==> src/sv/somr_pkg.sv <==
// Shared types and constants for the spiral-order matrix reader.
`timescale 1ns / 1ps
package somr_pkg;

  localparam int DATA_W       = 32;
  localparam int CFG_W        = 4;
  localparam int CFG_IDX_W    = 1;
  localparam int MAX_ROWS_DEF = 8;
  localparam int MAX_COLS_DEF = 8;

  localparam logic [CFG_W-1:0] CFG_SIZE_RST = 4'd8;

  // Register indexes on the configuration port
  localparam logic [CFG_IDX_W-1:0] REG_ROW_COUNT    = 1'b0;
  localparam logic [CFG_IDX_W-1:0] REG_COLUMN_COUNT = 1'b1;

  // Controller -> datapath
  typedef struct packed {
    logic load;   // take one word into the store
    logic step;   // issue one spiral read and advance the walk
  } somr_cmd_t;

  // Datapath -> controller
  typedef struct packed {
    logic load_full;  // the word being loaded completes the matrix
    logic walk_last;  // the read being issued is the last of the spiral
  } somr_sts_t;

endpackage

==> src/sv/somr_ram.sv <==
// Generic simple dual-port RAM: one write port, one registered read port.
`timescale 1ns / 1ps
module somr_ram #(
  parameter int WIDTH = 32,
  parameter int DEPTH = 64,
  localparam int AW = (DEPTH > 1) ? $clog2(DEPTH) : 1
) (
  input  logic             clk,
  input  logic             we,
  input  logic [AW-1:0]    waddr,
  input  logic [WIDTH-1:0] wdata,
  input  logic             re,
  input  logic [AW-1:0]    raddr,
  output logic [WIDTH-1:0] rdata
);

  logic [WIDTH-1:0] mem [DEPTH];
  logic [WIDTH-1:0] rdata_r;

  always_ff @(posedge clk) begin
    if (we) begin
      mem[waddr] <= wdata;
    end
    if (re) begin
      rdata_r <= mem[raddr];
    end
  end

  assign rdata = rdata_r;

endmodule

==> src/sv/somr_ctrl.sv <==
// Controller: load / emit sequencing for the spiral-order matrix reader.
`timescale 1ns / 1ps
module somr_ctrl (
  input  logic                clk,
  input  logic                rst_n,
  input  logic                start,
  output logic                busy,
  output somr_pkg::somr_cmd_t cmd,
  input  somr_pkg::somr_sts_t sts
);
  import somr_pkg::*;

  typedef enum logic [1:0] {
    S_LOAD = 2'b01,
    S_EMIT = 2'b10
  } state_t;

  state_t state_r, state_nxt;

  assign busy     = (state_r == S_EMIT);
  assign cmd.load = start && !busy;
  assign cmd.step = (state_r == S_EMIT);

  always_comb begin
    state_nxt = state_r;
    unique case (state_r)
      S_LOAD: begin
        if (cmd.load && sts.load_full) begin
          state_nxt = S_EMIT;
        end
      end
      S_EMIT: begin
        if (sts.walk_last) begin
          state_nxt = S_LOAD;
        end
      end
      default: state_nxt = S_LOAD;
    endcase
  end

  always_ff @(posedge clk) begin
    if (!rst_n) begin
      state_r <= S_LOAD;
    end else begin
      state_r <= state_nxt;
    end
  end

endmodule

==> src/sv/somr_dp.sv <==
// Datapath: size registers, load counter, matrix store and spiral walker.
`timescale 1ns / 1ps
module somr_dp #(
  parameter int MAX_ROWS = 8,
  parameter int MAX_COLS = 8
) (
  input  logic                                clk,
  input  logic                                rst_n,
  input  somr_pkg::somr_cmd_t                 cmd,
  output somr_pkg::somr_sts_t                 sts,
  input  logic                                cfg_we,
  input  logic [somr_pkg::CFG_IDX_W-1:0]      cfg_index,
  input  logic [somr_pkg::CFG_W-1:0]          cfg_wdata,
  input  logic signed [somr_pkg::DATA_W-1:0]  in_element_value,
  output logic signed [somr_pkg::DATA_W-1:0]  out_element_value_out,
  output logic                                out_valid,
  output logic                                out_last_of_run
);
  import somr_pkg::*;

  localparam int DEPTH = MAX_ROWS * MAX_COLS;
  localparam int AW    = (DEPTH > 1) ? $clog2(DEPTH) : 1;
  localparam int RW    = $clog2(MAX_ROWS + 1);
  localparam int CW    = $clog2(MAX_COLS + 1);
  localparam int CNTW  = $clog2(DEPTH + 1);
  localparam int TW    = RW + CW;

  typedef enum logic [1:0] {
    DIR_RIGHT,
    DIR_DOWN,
    DIR_LEFT,
    DIR_UP
  } dir_t;

  // Size registers
  logic [CFG_W-1:0] rows_cfg_r, cols_cfg_r;
  logic [RW-1:0]    rows;
  logic [CW-1:0]    cols;
  logic [TW-1:0]    total;

  always_ff @(posedge clk) begin
    if (!rst_n) begin
      rows_cfg_r <= CFG_SIZE_RST;
      cols_cfg_r <= CFG_SIZE_RST;
    end else if (cfg_we) begin
      unique case (cfg_index)
        REG_ROW_COUNT:    rows_cfg_r <= cfg_wdata;
        REG_COLUMN_COUNT: cols_cfg_r <= cfg_wdata;
        default: ;
      endcase
    end
  end

  // zero counts as one, oversize saturates
  always_comb begin
    if (rows_cfg_r == '0) begin
      rows = RW'(1);
    end else if (int'(rows_cfg_r) > MAX_ROWS) begin
      rows = RW'(MAX_ROWS);
    end else begin
      rows = RW'(rows_cfg_r);
    end
    if (cols_cfg_r == '0) begin
      cols = CW'(1);
    end else if (int'(cols_cfg_r) > MAX_COLS) begin
      cols = CW'(MAX_COLS);
    end else begin
      cols = CW'(cols_cfg_r);
    end
  end

  assign total = TW'(rows) * TW'(cols);

  // Load counter
  logic [CNTW-1:0] load_cnt_r, load_cnt_nxt;
  logic [CNTW:0]   load_inc;
  logic            st_we;

  assign load_inc      = {1'b0, load_cnt_r} + 1'b1;
  assign sts.load_full = (load_inc >= (CNTW + 1)'(total));
  assign st_we         = cmd.load && (int'(load_cnt_r) < DEPTH);

  always_comb begin
    load_cnt_nxt = load_cnt_r;
    if (cmd.load) begin
      load_cnt_nxt = sts.load_full ? '0 : load_inc[CNTW-1:0];
    end
  end

  always_ff @(posedge clk) begin
    if (!rst_n) begin
      load_cnt_r <= '0;
    end else begin
      load_cnt_r <= load_cnt_nxt;
    end
  end

  // Spiral walker: current position plus the four shrinking bounds
  logic [RW-1:0]   row_r, row_nxt, top_r, top_nxt, bot_r, bot_nxt;
  logic [CW-1:0]   col_r, col_nxt, lft_r, lft_nxt, rgt_r, rgt_nxt;
  dir_t            dir_r, dir_nxt;
  logic [CNTW-1:0] emit_cnt_r, emit_cnt_nxt;
  logic [CNTW:0]   emit_inc;
  logic [TW-1:0]   lin_addr;

  assign emit_inc      = {1'b0, emit_cnt_r} + 1'b1;
  assign sts.walk_last = (emit_inc == (CNTW + 1)'(total));
  assign lin_addr      = TW'(row_r) * TW'(cols) + TW'(col_r);

  always_comb begin
    row_nxt      = row_r;
    col_nxt      = col_r;
    top_nxt      = top_r;
    bot_nxt      = bot_r;
    lft_nxt      = lft_r;
    rgt_nxt      = rgt_r;
    dir_nxt      = dir_r;
    emit_cnt_nxt = emit_cnt_r;
    if (cmd.load && sts.load_full) begin
      row_nxt      = '0;
      col_nxt      = '0;
      top_nxt      = '0;
      bot_nxt      = rows - 1'b1;
      lft_nxt      = '0;
      rgt_nxt      = cols - 1'b1;
      dir_nxt      = DIR_RIGHT;
      emit_cnt_nxt = '0;
    end else if (cmd.step) begin
      emit_cnt_nxt = emit_inc[CNTW-1:0];
      case (dir_r)
        DIR_RIGHT: begin
          if (col_r == rgt_r) begin
            top_nxt = top_r + 1'b1;
            row_nxt = top_r + 1'b1;
            dir_nxt = DIR_DOWN;
          end else begin
            col_nxt = col_r + 1'b1;
          end
        end
        DIR_DOWN: begin
          if (row_r == bot_r) begin
            rgt_nxt = rgt_r - 1'b1;
            col_nxt = rgt_r - 1'b1;
            dir_nxt = DIR_LEFT;
          end else begin
            row_nxt = row_r + 1'b1;
          end
        end
        DIR_LEFT: begin
          if (col_r == lft_r) begin
            bot_nxt = bot_r - 1'b1;
            row_nxt = bot_r - 1'b1;
            dir_nxt = DIR_UP;
          end else begin
            col_nxt = col_r - 1'b1;
          end
        end
        default: begin
          if (row_r == top_r) begin
            lft_nxt = lft_r + 1'b1;
            col_nxt = lft_r + 1'b1;
            dir_nxt = DIR_RIGHT;
          end else begin
            row_nxt = row_r - 1'b1;
          end
        end
      endcase
    end
  end

  always_ff @(posedge clk) begin
    row_r      <= row_nxt;
    col_r      <= col_nxt;
    top_r      <= top_nxt;
    bot_r      <= bot_nxt;
    lft_r      <= lft_nxt;
    rgt_r      <= rgt_nxt;
    dir_r      <= dir_nxt;
    emit_cnt_r <= emit_cnt_nxt;
  end

  // Store; read data lands together with the strobe
  logic [DATA_W-1:0] rd_data;

  somr_ram #(
    .WIDTH (DATA_W),
    .DEPTH (DEPTH)
  ) u_store (
    .clk   (clk),
    .we    (st_we),
    .waddr (load_cnt_r[AW-1:0]),
    .wdata (in_element_value),
    .re    (cmd.step),
    .raddr (lin_addr[AW-1:0]),
    .rdata (rd_data)
  );

  logic out_valid_r, out_last_r;

  always_ff @(posedge clk) begin
    if (!rst_n) begin
      out_valid_r <= 1'b0;
      out_last_r  <= 1'b0;
    end else begin
      out_valid_r <= cmd.step;
      out_last_r  <= cmd.step && sts.walk_last;
    end
  end

  assign out_element_value_out = signed'(rd_data);
  assign out_valid             = out_valid_r;
  assign out_last_of_run       = out_last_r;

endmodule

==> src/sv/spiral_order_matrix_reader_top.sv <==
// Top level of the spiral-order matrix reader.
`timescale 1ns / 1ps
// Loads a rows x columns matrix one word per cycle in row-major order (start
// while busy is low), then plays it back in clockwise spiral order from the
// top-left corner, one word per cycle on out_valid, last word flagged by
// out_last_of_run. A non-final load produces nothing. The edge that accepts
// the word completing the matrix raises busy; results then follow back to
// back, N = rows*columns of them, each read registered in the store and
// strobed from the output registers, and busy drops as the last is strobed.
// Each word takes one write and one read of the single-write, single-read store.
// The receiver cannot stall; every strobe must be taken in its cycle.
// Size registers (row_count index 0, column_count index 1) reset to 8; zero
// reads as one and values above MAX_ROWS / MAX_COLS saturate. Write them only
// while the block is idle. No store clearing at reset: a spiral never reads an
// entry that was not loaded in a complete run.
module spiral_order_matrix_reader_top #(
  parameter int MAX_ROWS = somr_pkg::MAX_ROWS_DEF,
  parameter int MAX_COLS = somr_pkg::MAX_COLS_DEF
) (
  input  logic                               clk,
  input  logic                               rst_n,
  // input words
  input  logic                               start,
  output logic                               busy,
  input  logic signed [somr_pkg::DATA_W-1:0] in_element_value,
  // results
  output logic                               out_valid,
  output logic signed [somr_pkg::DATA_W-1:0] out_element_value_out,
  output logic                               out_last_of_run,
  // configuration
  input  logic                               cfg_we,
  input  logic [somr_pkg::CFG_IDX_W-1:0]     cfg_index,
  input  logic [somr_pkg::CFG_W-1:0]         cfg_wdata
);
  import somr_pkg::*;

  somr_cmd_t cmd;
  somr_sts_t sts;

  // FSM: decides when to load and when to walk
  somr_ctrl u_ctrl (
    .clk   (clk),
    .rst_n (rst_n),
    .start (start),
    .busy  (busy),
    .cmd   (cmd),
    .sts   (sts)
  );

  // Store, counters and spiral address generation
  somr_dp #(
    .MAX_ROWS (MAX_ROWS),
    .MAX_COLS (MAX_COLS)
  ) u_dp (
    .clk                   (clk),
    .rst_n                 (rst_n),
    .cmd                   (cmd),
    .sts                   (sts),
    .cfg_we                (cfg_we),
    .cfg_index             (cfg_index),
    .cfg_wdata             (cfg_wdata),
    .in_element_value      (in_element_value),
    .out_element_value_out (out_element_value_out),
    .out_valid             (out_valid),
    .out_last_of_run       (out_last_of_run)
  );

  // A result always comes from a read issued while busy
  a_valid_after_busy: assert property (@(posedge clk) disable iff (!rst_n)
    out_valid |-> $past(busy))
    else $error("result strobe without a preceding read");

  a_last_is_valid: assert property (@(posedge clk) disable iff (!rst_n)
    out_last_of_run |-> out_valid)
    else $error("last flag without strobe");

  // A non-final result means the walk is still running
  a_more_to_come: assert property (@(posedge clk) disable iff (!rst_n)
    (out_valid && !out_last_of_run) |-> busy)
    else $error("walk stopped before the last word");

  // Playback ends only with the last word
  a_end_with_last: assert property (@(posedge clk) disable iff (!rst_n)
    $fell(busy) |-> out_last_of_run)
    else $error("busy dropped without a last word");

endmodule
==> config.mk <==
export PLATFORM = sky130hd
export DESIGN_NAME = spiral_order_matrix_reader_top
export DESIGN_NICKNAME = d
export VERILOG_FILES = /design/src/sv/somr_pkg.sv /design/src/sv/somr_ram.sv /design/src/sv/somr_ctrl.sv /design/src/sv/somr_dp.sv /design/src/sv/spiral_order_matrix_reader_top.sv
export SDC_FILE = /design/constraint.sdc
export NUM_CORES = 2
export LEC_CHECK = 0
export BUFFER_PORTS_ARGS = -buffer_cell sky130_fd_sc_hd__buf_2
export CAP_MARGIN = 20
export CELL_PAD_IN_SITES_DETAIL_PLACEMENT = 0
export CELL_PAD_IN_SITES_GLOBAL_PLACEMENT = 1
export CORE_MARGIN = 5
export CORE_UTILIZATION = 55
export DETAILED_ROUTE_END_ITERATION = 8
export PLACE_DENSITY = 0.85
export SLEW_MARGIN = 15
export SYNTH_ARGS = -nofsm -noshare
export SYNTH_HDL_FRONTEND = slang
export SYNTH_SLANG_ARGS = --single-unit
==> constraint.sdc <==
create_clock -name clk -period 7.6 [get_ports clk]
set_clock_uncertainty 0.1 [all_clocks]
set_input_delay 0.76 -clock clk [delete_from_list [all_inputs] [get_ports clk]]
set_output_delay 0.76 -clock clk [all_outputs]
set_load 0.03 [all_outputs]
==> flow_summary.ini <==
[global_routing]
antenna_found_initial = 6
grt_pass1_wl_um = 303000
grt_pass1_vias = 41341
gr-total-overflow = 0
grt_max_degree = 87
grt_use_total_pct = 26.8

[synthesis]
yosysUniqueCellTypes = 65
synth_seq_cells = 2132
synth_edf_count = 2088
syn_area_um2 = 83500
ys.flop_type = edfxtp_1
ys.warnings.count = 0
async_flop_share_pct = 0
synth_fp_nets = 3922
syn_inst = 3822
yosysSeqAreaShare_pct = 76.1
syn_avg_cell_area_um2 = 21.9

[layout]
area.growth.synth_to_final_pct = 12.6
multiInputGateArea_um2 = 19500
instances_no_fill = 6237
drive_gt1_share_pct = 27.8
nFillCells = 9754
postLayoutCoreUtil_pct = 62.1
final-seq-area_um2 = 63600
final_cell_mix = 2088 x edfxtp_1, 564 x mux4_2, 202 x clkbuf_16, 125 x buf_4, 122 x mux2i_1
nNetsFinal = 4138
final_common_cell = edfxtp_1

[placed_design]
portBuffers = 75
dp_hpwl_um = 109000
place_congestion = 0.873
dpl.cell_count = 5863

[die]
coreArea_um2 = 152000
die_w_um = 400
fp.dieH_um = 400
die_area_um2 = 160000
num_io_pins = 76
row_count = 143
start_util_pct = 55.1

[cts]
clkSinkCount = 2132
cts_made_buffers = 201
clk_path_buf_depth = 3
clk_pin_slew_worst_paths_ps = 60
cts_resized = 0
cts_root_buf = clkbuf_16
clk_latency_ps = 840
htreeDepth = 4
cts_tree = done

[route]
viasPerCell = 6.63
drc = 0
drtPass1Iterations = 6
ant_nets = 0
wirelength_um = 211000
drt_iter0_markers = 6495
routedWlPerCell_um = 33.8
via_count = 41349

[worst_hold_path]
hp-class = in -> reg

[critical_path]
crit_type = reg -> reg
end_kind = register
cp-start-kind = register
path_buf_inv = 2
required_ps = 8080
critPathSlowestCell = fa_4
worstPathMaxFanout = 33
max_stage_delay_ps = 1290
crit_path_cell_trace = nor2b_1, and2_1, ha_1, ha_1, inv_1, fa_1, fa_4, buf_4, mux4_2, nor2b_1, a211oi_1, a21oi_1, a32oi_1, nand3_1
arrival_ps = 6790
cpLargestDelayFamily = adder cells

[status]
outcome = completed

[power_and_ir_drop]
leakagePower_nw = 29.9
ir_drop_mv = 0.271
p_per_area_nw_per_um2 = 267
power.total_mw = 25.1

[sta]
period_needed_ps = 6300
fin_crit_sh_pct = 82.9
slew_headroom_pct = 26.0
timing.fmax_mhz = 159
slew_violations = 0
whs_ps = 110
finalHoldViolCount = 0
worstMarginPinSlew_ps = 1110
finalSetupViolations = 0
fin_setup_tns_ps = 0
rsz0062_at_grt = no

[run]
cap_violations = 0
[worst min-delay path, cell delays in order]
cell     delay [ps]
buf_2            90
mux2i_1          60
nor2b_1         100
[area by class of cell]
type	instances	share of cell area, %
Clock inverter	116	1.39
Inverter	39	0.156
Tap cell	2030	2.70
Multi-Input combinational cell	1445	20.7
Timing Repair Buffer	219	1.79
Clock buffer	255	5.64
Sequential cell	2132	67.6
Antenna cell	1	0.00266
[routing by layer]
metal	up-vias	share of wire (%)	global-route usage (%)
li1	16371	-	-
met1	21607	36	37.6
met2	2939	48	41.5
met3	430	12	6.58
met4	2	4.4	10.5
met5	-	0.0076	0
[state kept, by name, summed over array words and instances, names as in the netlist, 7 cells and up]
register	count
u_dp.load_cnt_r	7
u_dp.emit_cnt_r	7
u_dp.u_store.mem	2048
u_dp.u_store.rdata	32
[cell usage after synthesis, drive strengths merged (3+ instances only)]
| master | count | area [um^2] |
|---|---|---|
| and2 | 25 | 156 |
| and3 | 5 | 31.3 |
| dfxtp | 44 | 881 |
| xnor2 | 33 | 297 |
| nand2b | 6 | 37.5 |
| fa | 12 | 240 |
| ha | 47 | 588 |
| nand4 | 6 | 37.5 |
| inv | 39 | 146 |
| edfxtp | 2088 | 62700 |
| nand2 | 110 | 415 |
| xnor3 | 3 | 67.6 |
| mux4 | 564 | 12700 |
| clkbuf | 112 | 420 |
| a211oi | 34 | 255 |
| nand3b | 5 | 37.5 |
| xor2 | 35 | 314 |
| a21o | 7 | 52.6 |
| a32oi | 32 | 280 |
| o221ai | 10 | 87.6 |
| mux2i | 122 | 1220 |
| nor2b | 43 | 269 |
| o21ai | 8 | 40.0 |
| a21oi | 60 | 300 |
| nor2 | 118 | 443 |
| mux2 | 13 | 146 |
| nor3 | 5 | 25.0 |
| o22ai | 3 | 18.8 |
| a21boi | 4 | 30.0 |
| nand3 | 98 | 490 |
| buf | 94 | 464 |
| nor4 | 6 | 50.0 |
[per-stage QoR]
stage	area (um^2)	setup slack (ps)
2_1_floorplan	83500	2960
3_3_place_gp	87400	1360
3_5_place_dp	87400	1380
4_1_cts	94000	1320
5_1_grt	94100	1160
6_report	94100	1300
[power by group]
| part | switching (mW) | total, mW | internal, mW | leakage (nW) |
|---|---|---|---|---|
| clock | 4.39 | 10.1 | 5.69 | 3.23 |
| sequential | 0.0329 | 13.0 | 13.0 | 19.1 |
| combinational | 1.24 | 2.06 | 0.823 | 7.49 |
| total | 5.67 | 25.1 | 19.5 | 29.9 |
[kinds of logic (layout without fill, tap and decap cells)]
family                     after synthesis  after routing  synth area share (%)
adders and majority gates               59             59                 0.992
AOI/OAI and AO/OA                      180            180                  1.51
other                                    0              1                     0
muxes                                  699            699                  16.8
xor gates and xnor gates                72             72                 0.840
buffers and inverters                  245            629                  1.23
DFF                                   2132           2132                  76.1
and+or+nand+nor                        435            435                  2.46
[what timing repair did]
| item | in CTS | in global routing |
|---|---|---|
| buffers inserted | 0 | 0 |
| hold buffers | 1 | 0 |
| hold endpoints to repair | 1 | 0 |
[final timing paths]
path | slack [ps] | depth (start not counted) | from | end
setup reg to reg | 1300 | 14 | u_dp.cols_cfg_r[3]$_SDFFE_PN1P_ | u_dp.u_store.rdata[15]$_DFFE_PP_
hold reg to reg | 390 | 2 | u_dp.cols_cfg_r[0]$_SDFFE_PN0P_ | u_dp.cols_cfg_r[0]$_SDFFE_PN0P_
setup / recovery | 1300 | 14 | u_dp.cols_cfg_r[3]$_SDFFE_PN1P_ | u_dp.u_store.rdata[15]$_DFFE_PP_
hold / removal | 110 | 3 | cfg_wdata[2] | u_dp.rows_cfg_r[2]$_SDFFE_PN0P_
No activity file was read; power rests on OpenSTA's default activity.
